`src/sv/jse_pkg.sv`:
```
`default_nettype none
package jse_pkg;

    localparam logic [7:0] CH_QUOTE  = 8'h22;
    localparam logic [7:0] CH_BSLASH = 8'h5c;
    localparam logic [7:0] CH_LF     = 8'h0a;
    localparam logic [7:0] CH_CR     = 8'h0d;
    localparam logic [7:0] CH_TAB    = 8'h09;
    localparam logic [7:0] CH_N      = 8'h6e;
    localparam logic [7:0] CH_R      = 8'h72;
    localparam logic [7:0] CH_T      = 8'h74;
    localparam logic [7:0] CH_U      = 8'h75;
    localparam logic [7:0] CH_ZERO   = 8'h30;
    localparam logic [7:0] CH_A      = 8'h61;
    localparam logic [7:0] CH_SPACE  = 8'h20;

    localparam logic [2:0] LEN_PLAIN = 3'd1;
    localparam logic [2:0] LEN_SHORT = 3'd2;
    localparam logic [2:0] LEN_UNI   = 3'd6;

    localparam logic [15:0] CAP_RESET = 16'd512;

    typedef struct packed {
        logic [2:0] len;
        logic [7:0] ch;
    } jse_esc_t;

    function automatic logic [7:0] hex_char(input logic [3:0] nib);
        logic [7:0] r;
        if (nib < 4'd10) begin
            r = CH_ZERO + {4'd0, nib};
        end else begin
            r = CH_A + {4'd0, nib} - 8'd10;
        end
        return r;
    endfunction

endpackage
`default_nettype wire

```
`src/sv/json_string_escape.sv`:
```
// An accepted byte is held in the input byte register, and its results go out through the output register.
// A pass-through byte gives one output character and an escaped byte 2 or 6, at
//   one character per cycle through the single output register unless m_tready stalls it.
// Bytes dropped after an overflow give no result.
// Reset (aresetn low, synchronous): clears count, drop mode and valid flags,
//   and loads the capacity with 512.
`default_nettype none
module json_string_escape #(
    parameter int COUNT_WIDTH = 16
) (
    input  wire logic        aclk,
    input  wire logic        aresetn,
    input  wire logic        s_tvalid,
    output logic             s_tready,
    input  wire logic [7:0]  s_tdata,   // [7:0] in_byte
    output logic             m_tvalid,
    input  wire logic        m_tready,
    output logic [7:0]       m_tdata,   // [7:0] out_byte
    output logic             m_tlast,
    output logic [2:0]       m_tuser,   // [0] byte_valid, [1] string_done, [2] overflow
    input  wire logic        cfg_valid,
    output logic             cfg_ready,
    input  wire logic [15:0] cfg_data
);
    import jse_pkg::*;

    logic [7:0]             byte_reg;
    logic                   in_valid_reg;
    logic [2:0]             idx_reg;
    logic [COUNT_WIDTH-1:0] count_reg;
    logic                   drop_reg;
    logic [15:0]            cap_reg;
    logic                   m_valid_reg;
    logic [7:0]             m_data_reg;
    logic                   m_last_reg;
    logic [2:0]             m_user_reg;

    jse_esc_t               esc;
    logic                   fits;
    logic [COUNT_WIDTH-1:0] count_next;
    logic                   term, silent, ovf, last_ch, out_free, produce, consume;

    jse_encode u_encode (
        .in_byte (byte_reg),
        .idx     (idx_reg),
        .esc     (esc)
    );

    jse_fit #(.COUNT_WIDTH(COUNT_WIDTH)) u_fit (
        .count      (count_reg),
        .len        (esc.len),
        .capacity   (cap_reg),
        .fits       (fits),
        .count_next (count_next)
    );

    always_comb begin
        term     = byte_reg == 8'd0;
        silent   = !term && drop_reg;
        ovf      = !term && !drop_reg && !fits;
        last_ch  = idx_reg == esc.len - 3'd1;
        out_free = !m_valid_reg || m_tready;
        produce  = in_valid_reg && out_free && !silent;
        consume  = in_valid_reg && (silent || (out_free && (term || ovf || last_ch)));
    end

    assign s_tready  = !in_valid_reg || consume;
    assign cfg_ready = 1'b1;
    assign m_tvalid  = m_valid_reg;
    assign m_tdata   = m_data_reg;
    assign m_tlast   = m_last_reg;
    assign m_tuser   = m_user_reg;

    always_ff @(posedge aclk) begin
        if (!aresetn) begin
            in_valid_reg <= 1'b0;
            idx_reg      <= 3'd0;
            count_reg    <= '0;
            drop_reg     <= 1'b0;
            cap_reg      <= CAP_RESET;
            m_valid_reg  <= 1'b0;
        end else begin
            if (cfg_valid) begin
                cap_reg <= cfg_data;
            end
            if (s_tvalid && s_tready) begin
                in_valid_reg <= 1'b1;
            end else if (consume) begin
                in_valid_reg <= 1'b0;
            end
            if (consume) begin
                idx_reg <= 3'd0;
                if (term) begin
                    count_reg <= '0;
                    drop_reg  <= 1'b0;
                end else if (ovf) begin
                    drop_reg <= 1'b1;
                end else if (!silent) begin
                    count_reg <= count_next;
                end
            end else if (produce) begin
                idx_reg <= idx_reg + 3'd1;
            end
            if (produce) begin
                m_valid_reg <= 1'b1;
            end else if (m_tready) begin
                m_valid_reg <= 1'b0;
            end
        end
    end

    always_ff @(posedge aclk) begin
        if (s_tvalid && s_tready) begin
            byte_reg <= s_tdata;
        end
        if (produce) begin
            if (term) begin
                m_data_reg <= 8'd0;
                m_last_reg <= 1'b1;
                m_user_reg <= {drop_reg, 1'b1, 1'b0};
            end else if (ovf) begin
                m_data_reg <= 8'd0;
                m_last_reg <= 1'b1;
                m_user_reg <= 3'b100;
            end else begin
                m_data_reg <= esc.ch;
                m_last_reg <= last_ch;
                m_user_reg <= 3'b001;
            end
        end
    end

endmodule
`default_nettype wire

```
`src/sv/jse_encode.sv`:
```
`default_nettype none
module jse_encode (
    input  wire logic [7:0]       in_byte,
    input  wire logic [2:0]       idx,
    output jse_pkg::jse_esc_t     esc
);
    import jse_pkg::*;

    logic [7:0] second;
    logic [2:0] esc_len;
    logic [7:0] esc_ch;

    always_comb begin
        second = CH_BSLASH;
        esc_len = LEN_PLAIN;
        case (in_byte)
            CH_QUOTE: begin
                second = CH_QUOTE;
                esc_len = LEN_SHORT;
            end
            CH_BSLASH: begin
                second = CH_BSLASH;
                esc_len = LEN_SHORT;
            end
            CH_LF: begin
                second = CH_N;
                esc_len = LEN_SHORT;
            end
            CH_CR: begin
                second = CH_R;
                esc_len = LEN_SHORT;
            end
            CH_TAB: begin
                second = CH_T;
                esc_len = LEN_SHORT;
            end
            default: begin
                if (in_byte < CH_SPACE) begin
                    second = CH_U;
                    esc_len = LEN_UNI;
                end
            end
        endcase
    end

    always_comb begin
        if (esc_len == LEN_PLAIN) begin
            esc_ch = in_byte;
        end else begin
            case (idx)
                3'd0:    esc_ch = CH_BSLASH;
                3'd1:    esc_ch = second;
                3'd2:    esc_ch = CH_ZERO;
                3'd3:    esc_ch = CH_ZERO;
                3'd4:    esc_ch = hex_char(in_byte[7:4]);
                3'd5:    esc_ch = hex_char(in_byte[3:0]);
                default: esc_ch = CH_BSLASH;
            endcase
        end
    end

    assign esc = '{len: esc_len, ch: esc_ch};

endmodule
`default_nettype wire

```
`src/sv/jse_fit.sv`:
```
`default_nettype none
module jse_fit #(
    parameter int COUNT_WIDTH = 16
) (
    input  wire logic [COUNT_WIDTH-1:0] count,
    input  wire logic [2:0]             len,
    input  wire logic [15:0]            capacity,
    output logic                        fits,
    output logic [COUNT_WIDTH-1:0]      count_next
);
    localparam int SW = (COUNT_WIDTH + 1 > 17) ? COUNT_WIDTH + 1 : 17;
    localparam logic [SW-1:0] CMAX = SW'({COUNT_WIDTH{1'b1}});

    logic [SW-1:0] sum;

    always_comb begin
        sum = SW'(count) + SW'(len);
        fits = sum < SW'(capacity);
        count_next = (sum > CMAX) ? {COUNT_WIDTH{1'b1}} : sum[COUNT_WIDTH-1:0];
    end

endmodule
`default_nettype wire

```
`config.mk`:
```
export PLATFORM = sky130hd
export DESIGN_NAME = json_string_escape
export DESIGN_NICKNAME = d
export VERILOG_FILES = /design/src/sv/jse_pkg.sv /design/src/sv/json_string_escape.sv /design/src/sv/jse_encode.sv /design/src/sv/jse_fit.sv
export SDC_FILE = /design/constraint.sdc
export NUM_CORES = 1
export LEC_CHECK = 0
export BUFFER_PORTS_ARGS = -buffer_cell sky130_fd_sc_hd__buf_2
export CAP_MARGIN = 20
export CELL_PAD_IN_SITES_DETAIL_PLACEMENT = 1
export CELL_PAD_IN_SITES_GLOBAL_PLACEMENT = 2
export CORE_AREA = 2 2 116 118
export DETAILED_ROUTE_END_ITERATION = 10
export DIE_AREA = 0 0 118 120
export GPL_ROUTABILITY_DRIVEN = 0
export PLACE_DENSITY = 0.76
export REMOVE_ABC_BUFFERS = 1
export SLEW_MARGIN = 0
export SYNTH_ARGS = -nofsm -noshare
export SYNTH_HDL_FRONTEND = slang
export SYNTH_SLANG_ARGS = --single-unit
```
`constraint.sdc`:
```
create_clock -name aclk -period 14.72 [get_ports aclk]
set_clock_uncertainty 0.1 [all_clocks]
set_input_delay 3.68 -clock aclk [delete_from_list [all_inputs] [get_ports aclk]]
set_output_delay 3.68 -clock aclk [all_outputs]
set_load 0.02 [all_outputs]
```
# Word level (Yosys, flattened, before mapping)

Index checks and enable logic that the tools add are counted.

Logic and storage cells: 89
Output and inout port bits: 15
Register bits: 58
Input bits: 29

Reductions and logical operators: 29
Eq/ne operators: 14
Multiplexer cells: 20
Bitwise gates (word level): 1
$add $sub $neg: 9
Order comparisons: 5

Operators by type and width:

| kind                                                                               | count |
|---|---|
| 16-bit two-way mux                                                                 | 4 |
| 8-bit one-hot mux with 5 select lines                                              | 1 |
| 8-bit one-hot mux with 4 select lines                                              | 1 |
| 8-bit by 4-bit equality test with 1-bit output (second input constant)             | 3 |
| 8-bit two-way mux                                                                  | 3 |
| 16-bit by 3-bit adder with 17-bit output                                           | 1 |
| 17-bit by 16-bit greater-than comparator with 1-bit output (second input constant) | 1 |
| 17-bit by 16-bit < comparator with 1-bit output                                    | 1 |
| 7-bit by 4-bit adder with 8-bit output (first input constant)                      | 2 |
| 8-bit by 4-bit subtractor with 8-bit output (second input constant)                | 2 |
| 6-bit by 4-bit adder with 7-bit output (first input constant)                      | 2 |
| 3-bit two-way mux                                                                  | 4 |
| 8-bit by 6-bit equality test with 1-bit output (second input constant)             | 1 |
| 8-bit by 7-bit equality test with 1-bit output (second input constant)             | 1 |
| 1-bit logical AND                                                                  | 8 |
| 8-bit logical NOT                                                                  | 1 |
| 4-bit < comparator (second input constant)                                         | 2 |
| 8-bit by 6-bit < comparator with 1-bit output (second input constant)              | 1 |
| 3-bit by 1-bit equality test with 1-bit output (second input constant)             | 2 |
| 3-bit by 2-bit equality test with 1-bit output (second input constant)             | 2 |
| 3-bit equality test (second input constant)                                        | 2 |
| 1-bit logical NOT                                                                  | 6 |
| 1-bit two-way mux                                                                  | 6 |
| 6-bit two-way mux                                                                  | 1 |
| other kinds (11)                                                                   | 20 |

# Depth between registers and ports, before layout

Word-level depth: 15
Mapped depth: 23
Gate-level depth less buffers: 22

# Cells and area by module

From an unflattened synthesis, not the netlist that was laid out.

Cells, all modules: 401
Area total of the unflattened synthesis: 3878.7 µm²

Modules (own cells, without submodules):

| module             | times used | cells an instance | seq. area each (µm²) | area each (µm²) |
|---|---|---|---|---|
| json_string_escape | 1          | 173               | 1361.3               | 2208.4 |
| jse_fit            | 1          | 131               | 0.0                  | 989.7 |
| jse_encode         | 1          | 97                | 0.0                  | 680.7 |

# Worst setup path after synthesis

OpenSTA, ideal clock, no wires.

Path type: register -> output
Start: reg byte_reg[5]
End: out s_tready
Buffers on the path: 1
Data arrival time: 4766 ps
Slack: 6174 ps
Data required time: 10940 ps
Stages on the path, launching flop included: 23
Path through: edfxtp_1 > inv_1 > ha_1 > and4bb_1 > o21a_1 > nor3_1 > nand2b_2 > inv_2 > ha_1 > fa_1 > a21oi_1 > and4b_1 > clkbuf_1 > nand2_1 > nor2_1 > xnor2_1 > ha_1 > a21oi_1 > a21oi_1 > a211o_1 > a311o_4 > a2111oi_4 > nor2_1

Cells in the longest elaborated chain, start to end: 13
Elaborated cells between the ends (all ways): 25
Classes of those cells: add/sub (2); order compare (2); eq/ne (6); mux (2); reduce/logical (13)

Ends and longest elaborated chain:

| what                                                                        | line                      | text |
|---|---|---|
| start: declaration                                                          | json_string_escape.sv:27  | `logic [7:0] byte_reg;` |
| start signal: assignment                                                    | json_string_escape.sv:114 | `byte_reg <= s_tdata;` |
| 8-bit by 6-bit < comparator with 1-bit output, or another cell as far along | jse_encode.sv:38          | `if (in_byte < CH_SPACE) begin` |
| 3-bit two-way mux or 5-bit OR reduction (tied branches)                     | n/a                       |  |
| 3-bit two-way mux                                                           | jse_encode.sv:16          | `case (in_byte)` |
| 16-bit by 3-bit adder with 17-bit output                                    | jse_fit.sv:17             | `sum = SW'(count) + SW'(len);` |
| 17-bit by 16-bit < comparator with 1-bit output                             | jse_fit.sv:18             | `fits = sum < SW'(capacity);` |
| 1-bit logical NOT                                                           | json_string_escape.sv:60  | `ovf = !term && !drop_reg && !fits;` |
| 1-bit logical AND                                                           | json_string_escape.sv:60  |  |
| 1-bit logical OR (2 in a row)                                               | json_string_escape.sv:64  | `consume = in_valid_reg && (silent \|\| (out_free && (term \|\| ovf \|\| last_ch)));` |
| 1-bit logical AND                                                           | json_string_escape.sv:64  |  |
| 1-bit logical OR *                                                          | json_string_escape.sv:64  |  |
| 1-bit logical AND *                                                         | json_string_escape.sv:64  |  |
| 1-bit logical OR *                                                          | json_string_escape.sv:67  | `assign s_tready = !in_valid_reg \|\| consume;` |
| end: declaration                                                            | json_string_escape.sv:14  | `output logic s_tready,` |

Mark *: on every way between the ends. The rest lies on a longest branch, timed or not.

# Worst setup path in the final report

Same ends and word-level chain as after synthesis.

==> results.tsv <==
stage	metric	value	unit
status	outcome	finished, final reports clean	
clock_tree	cts_tree	yes	
yosys	synthesis.area	3800	µm²
yosys	avgSynthCellArea	9.21	µm²
sta	worst_pin_slew	0.955	ns
yosys	yosysTopAreaCellShare	20.0	%
power_and_ir_drop	peakVddDrop	63.9	µV
global_route	grt_pass1_wl	17400	µm
global_route	track_usage	15.5	%
floorplanning	rows	42	
setup_path	path_delay_family	compound AO/OA/AOI/OAI gates	
worst_hold_path	hold_path_startpoint	count_reg[2]$_SDFFE_PN0P_	
global_route	grt_pass1_vias	3459	
sta	finalCritPeriodShare	64.8	%
place	hpwl	7660	µm
yosys	synth_top_area_cell	dfxtp_1	
place	portBuffers	42	
floorplanning	die_w	118	µm
setup_path	crit_buf_inv	3	
setup_path	required	10.94	ns
worst_hold_path	worstHoldPathCells	2	
finish	fin_nets	509	
clock_tree	cts_resized	0	
finish	final_cells	633	
yosys	synth.area.top_cells	dfxtp_1 (20%), edfxtp_1 (16%), ha_1 (8.9%), mux2i_1 (6.8%), nor2_1 (3.6%)	
drt	routedWlPerCell	16.1	µm
finish	synthToLayoutAreaGrowth	17.8	%
sta	hold_violations	0	
sta	setup_violations	0	
clock_tree	path_clk_slew	0.05	ns
setup_path	crit_top_cell	ha_1	
floorplanning	die_y	120	µm
drt	via_per_inst	5.09	
setup_path	arrival	5.76	ns
setup_path	r2r-start	byte_reg[5]$_DFFE_PP_	
clock_tree	h-tree-depth	3	
yosys	synth.distinct_cells	72	
clock_tree	post_cts_buffers	0	
power_and_ir_drop	p_per_area	103	nW/µm²
setup_path	critPathMaxFanout	8	
yosys	ys_seq_area_share	35.8	%
yosys	synth_edf_count	20	
floorplanning	io_pins	44	
global_route	antenna_found_initial	0	
sta	rsz0062_at_grt	no	
sta	fin_crit	9.54	ns
finish	fillCellCount	1543	
drt	drtIter0Drc	187	
drt	dr.pass1.iters	4	
sta	setup_tns	0	ns
clock_tree	cts.root.buffer_cell	clkbuf_16	
clock_tree	clk_latency	0.33	ns
clock_tree	hold_buffers	0	
worst_hold_path	hold-path-endpoint	count_reg[2]$_SDFFE_PN0P_	
setup_path	worstRegToRegCells	21	
setup_path	reg2reg_slack	8.79	ns
finish	drive_gt1_share	16.6	%
setup_path	slowest_stage	a311o_4	
yosys	yosysMostFrequentCell	dfxtp_1	
clock_tree	cts_made_buffers	9	
yosys	postSynthCellCount	413	
yosys	async_flop_share	0	%
place	numPlacedInstances	616	
finish	multi_input_comb_area	2240	µm²
floorplanning	core	13000	µm²
clock_tree	cts_buffer_depth	2	
yosys	synthTopCellsByCount	dfxtp_1 (38), nor2_1 (36), inv_1 (32), nand2_1 (28), ha_1 (27)	
sta	fin_hold_ws	0.369	ns
setup_path	cp-start-kind	register	
drt	drc	0	
worst_hold_path	hold_class	register to register	
floorplanning	dieArea	14200	µm²
power_and_ir_drop	p_leak	1.86	nW
clock_tree	cts_num_sinks	58	
global_route	grt_max_degree	24	
setup_path	slowest_delay	0.51	ns
sta	max_slew_margin	35.9	%
yosys	synth_seq_cells	58	
setup_path	worstPathCellList	inv_1, ha_1, and4bb_1, o21a_1, nor3_1, nand2b_2, inv_2, ha_1, fa_1, a21oi_1, nor2b_1, nand3_1, xnor2_1, ha_1, a21o_1, a21o_1, a221o_1, a311o_4, a2111oi_4, nor2_1, buf_2	
job	maxCapViolCount	0	
setup_path	crit_type	register to output pin	
setup_path	endpoint_kind	output pin	
sta	finalMaxSlewViolations	0	
drt	num_vias	3225	
sta	fmax	105	MHz
floorplanning	start_util	29.3	%
finish	final-seq-area	1360	µm²
yosys	synth_ff_type	dfxtp_1	
yosys	ys_warn_count	0	
finish	num_antenna_cells	0	
global_route	grt-ovfl-total	0	
place	placed_area	4170	µm²
setup_path	rr_endpoint	count_reg[5]$_SDFFE_PN0P_	
finish	final_area	4480	µm²
drt	ant_nets	0	
drt	routed_wl	10200	µm
==> routing by layer <==
metal	global-route usage, %	vias to the layer above	wire length [µm]
li1	-	1590	-
met1	17.7	1575	4450
met2	27.6	46	5210
met3	4.42	14	348
met4	5.50	0	192
met5	0	-	0
==> power by group <==
group | internal [mW] | switching [mW]
clock | 0.133 | 0.0735
sequential | 0.176 | 0.00758
combinational | 0.0269 | 0.0426
==> logic make-up (layout without fill, tap and decap cells) <==
logic type                 Yosys count  count (layout)  synth area share (%)
muxes                               26              26                  6.84
xor gates and xnor gates            18              18                  4.14
and+or+nand+nor                    139             139                  19.8
buffers and inverters               50              94                  5.33
adders and majority gates           28              28                  9.41
AOI/OAI and AO/OA                   93              93                  18.6
DFF                                 58              58                  35.8
other                                1               1                0.0986
==> cells in the final DEF (no fill, tap or decap), drive strengths merged, types with 3 or more instances in the layout <==
master,instances
mux2i,26
ha,27
a21oi,17
dfxtp,38
a311oi,5
a211oi,9
and3,7
nor2,36
nand4,6
edfxtp,20
nor3b,4
o22ai,3
o21ai,22
xor2,8
nand2b,5
nor2b,7
a21o,3
nor4,5
a31oi,4
o211ai,3
nor3,8
a41oi,4
nand2,28
clkbuf,13
nand3,21
xnor2,10
buf,45
inv,35
==> worst reg2reg max path, stage by stage, from the launching register on <==
cell and delay [ns]:
edfxtp_1 0.49, inv_1 0.14, ha_1 0.28, and4bb_1 0.26
o21a_1 0.14, nor3_1 0.38, nand2b_2 0.20, inv_2 0.15
ha_1 0.22, fa_1 0.23, a21oi_1 0.11, nor2b_1 0.23
nand3_1 0.12, xnor2_1 0.22, ha_1 0.28, a21o_1 0.18
a21o_1 0.17, a221o_1 0.43, a311o_4 0.51, nor3_2 0.60
buf_6 0.23, mux2i_1 0.18
==> cell type report <==
cell class	instances	share of cell area (%)
multi-input combinational	305	50.0
sequential	58	30.4
inverter	33	2.76
clock inverter	3	0.391
timing repair buffer	45	5.28
clock buffer	13	6.28
tap	176	4.91
==> through the flow <==
step / utilization (%) / power, mW / setup slack (ns)
global placement: 32.1 / 0.255 / 5.71
global route: 34.5 / 0.482 / 4.73
floorplan: - / 0.231 / 6.25
finish: 34.5 / 0.459 / 5.18
detailed placement: 32.1 / 0.256 / 5.55
CTS: 34.4 / 0.467 / 5.15
==> how the worst max path moves through the flow <==
stage | slack [ns] | from | endpoint | cells past startpoint
6_report | 5.18 | byte_reg[5]$_DFFE_PP_ | s_tready | 21
5_1_grt | 4.73 | byte_reg[5]$_DFFE_PP_ | s_tready | 21
4_1_cts | 5.15 | byte_reg[5]$_DFFE_PP_ | s_tready | 21
3_5_place_dp | 5.55 | byte_reg[5]$_DFFE_PP_ | s_tready | 21
3_3_place_gp | 5.71 | byte_reg[5]$_DFFE_PP_ | s_tready | 21
2_1_floorplan | 6.25 | byte_reg[5]$_DFFE_PP_ | s_tready | 20
No activity file was read; power rests on OpenSTA's default activity.
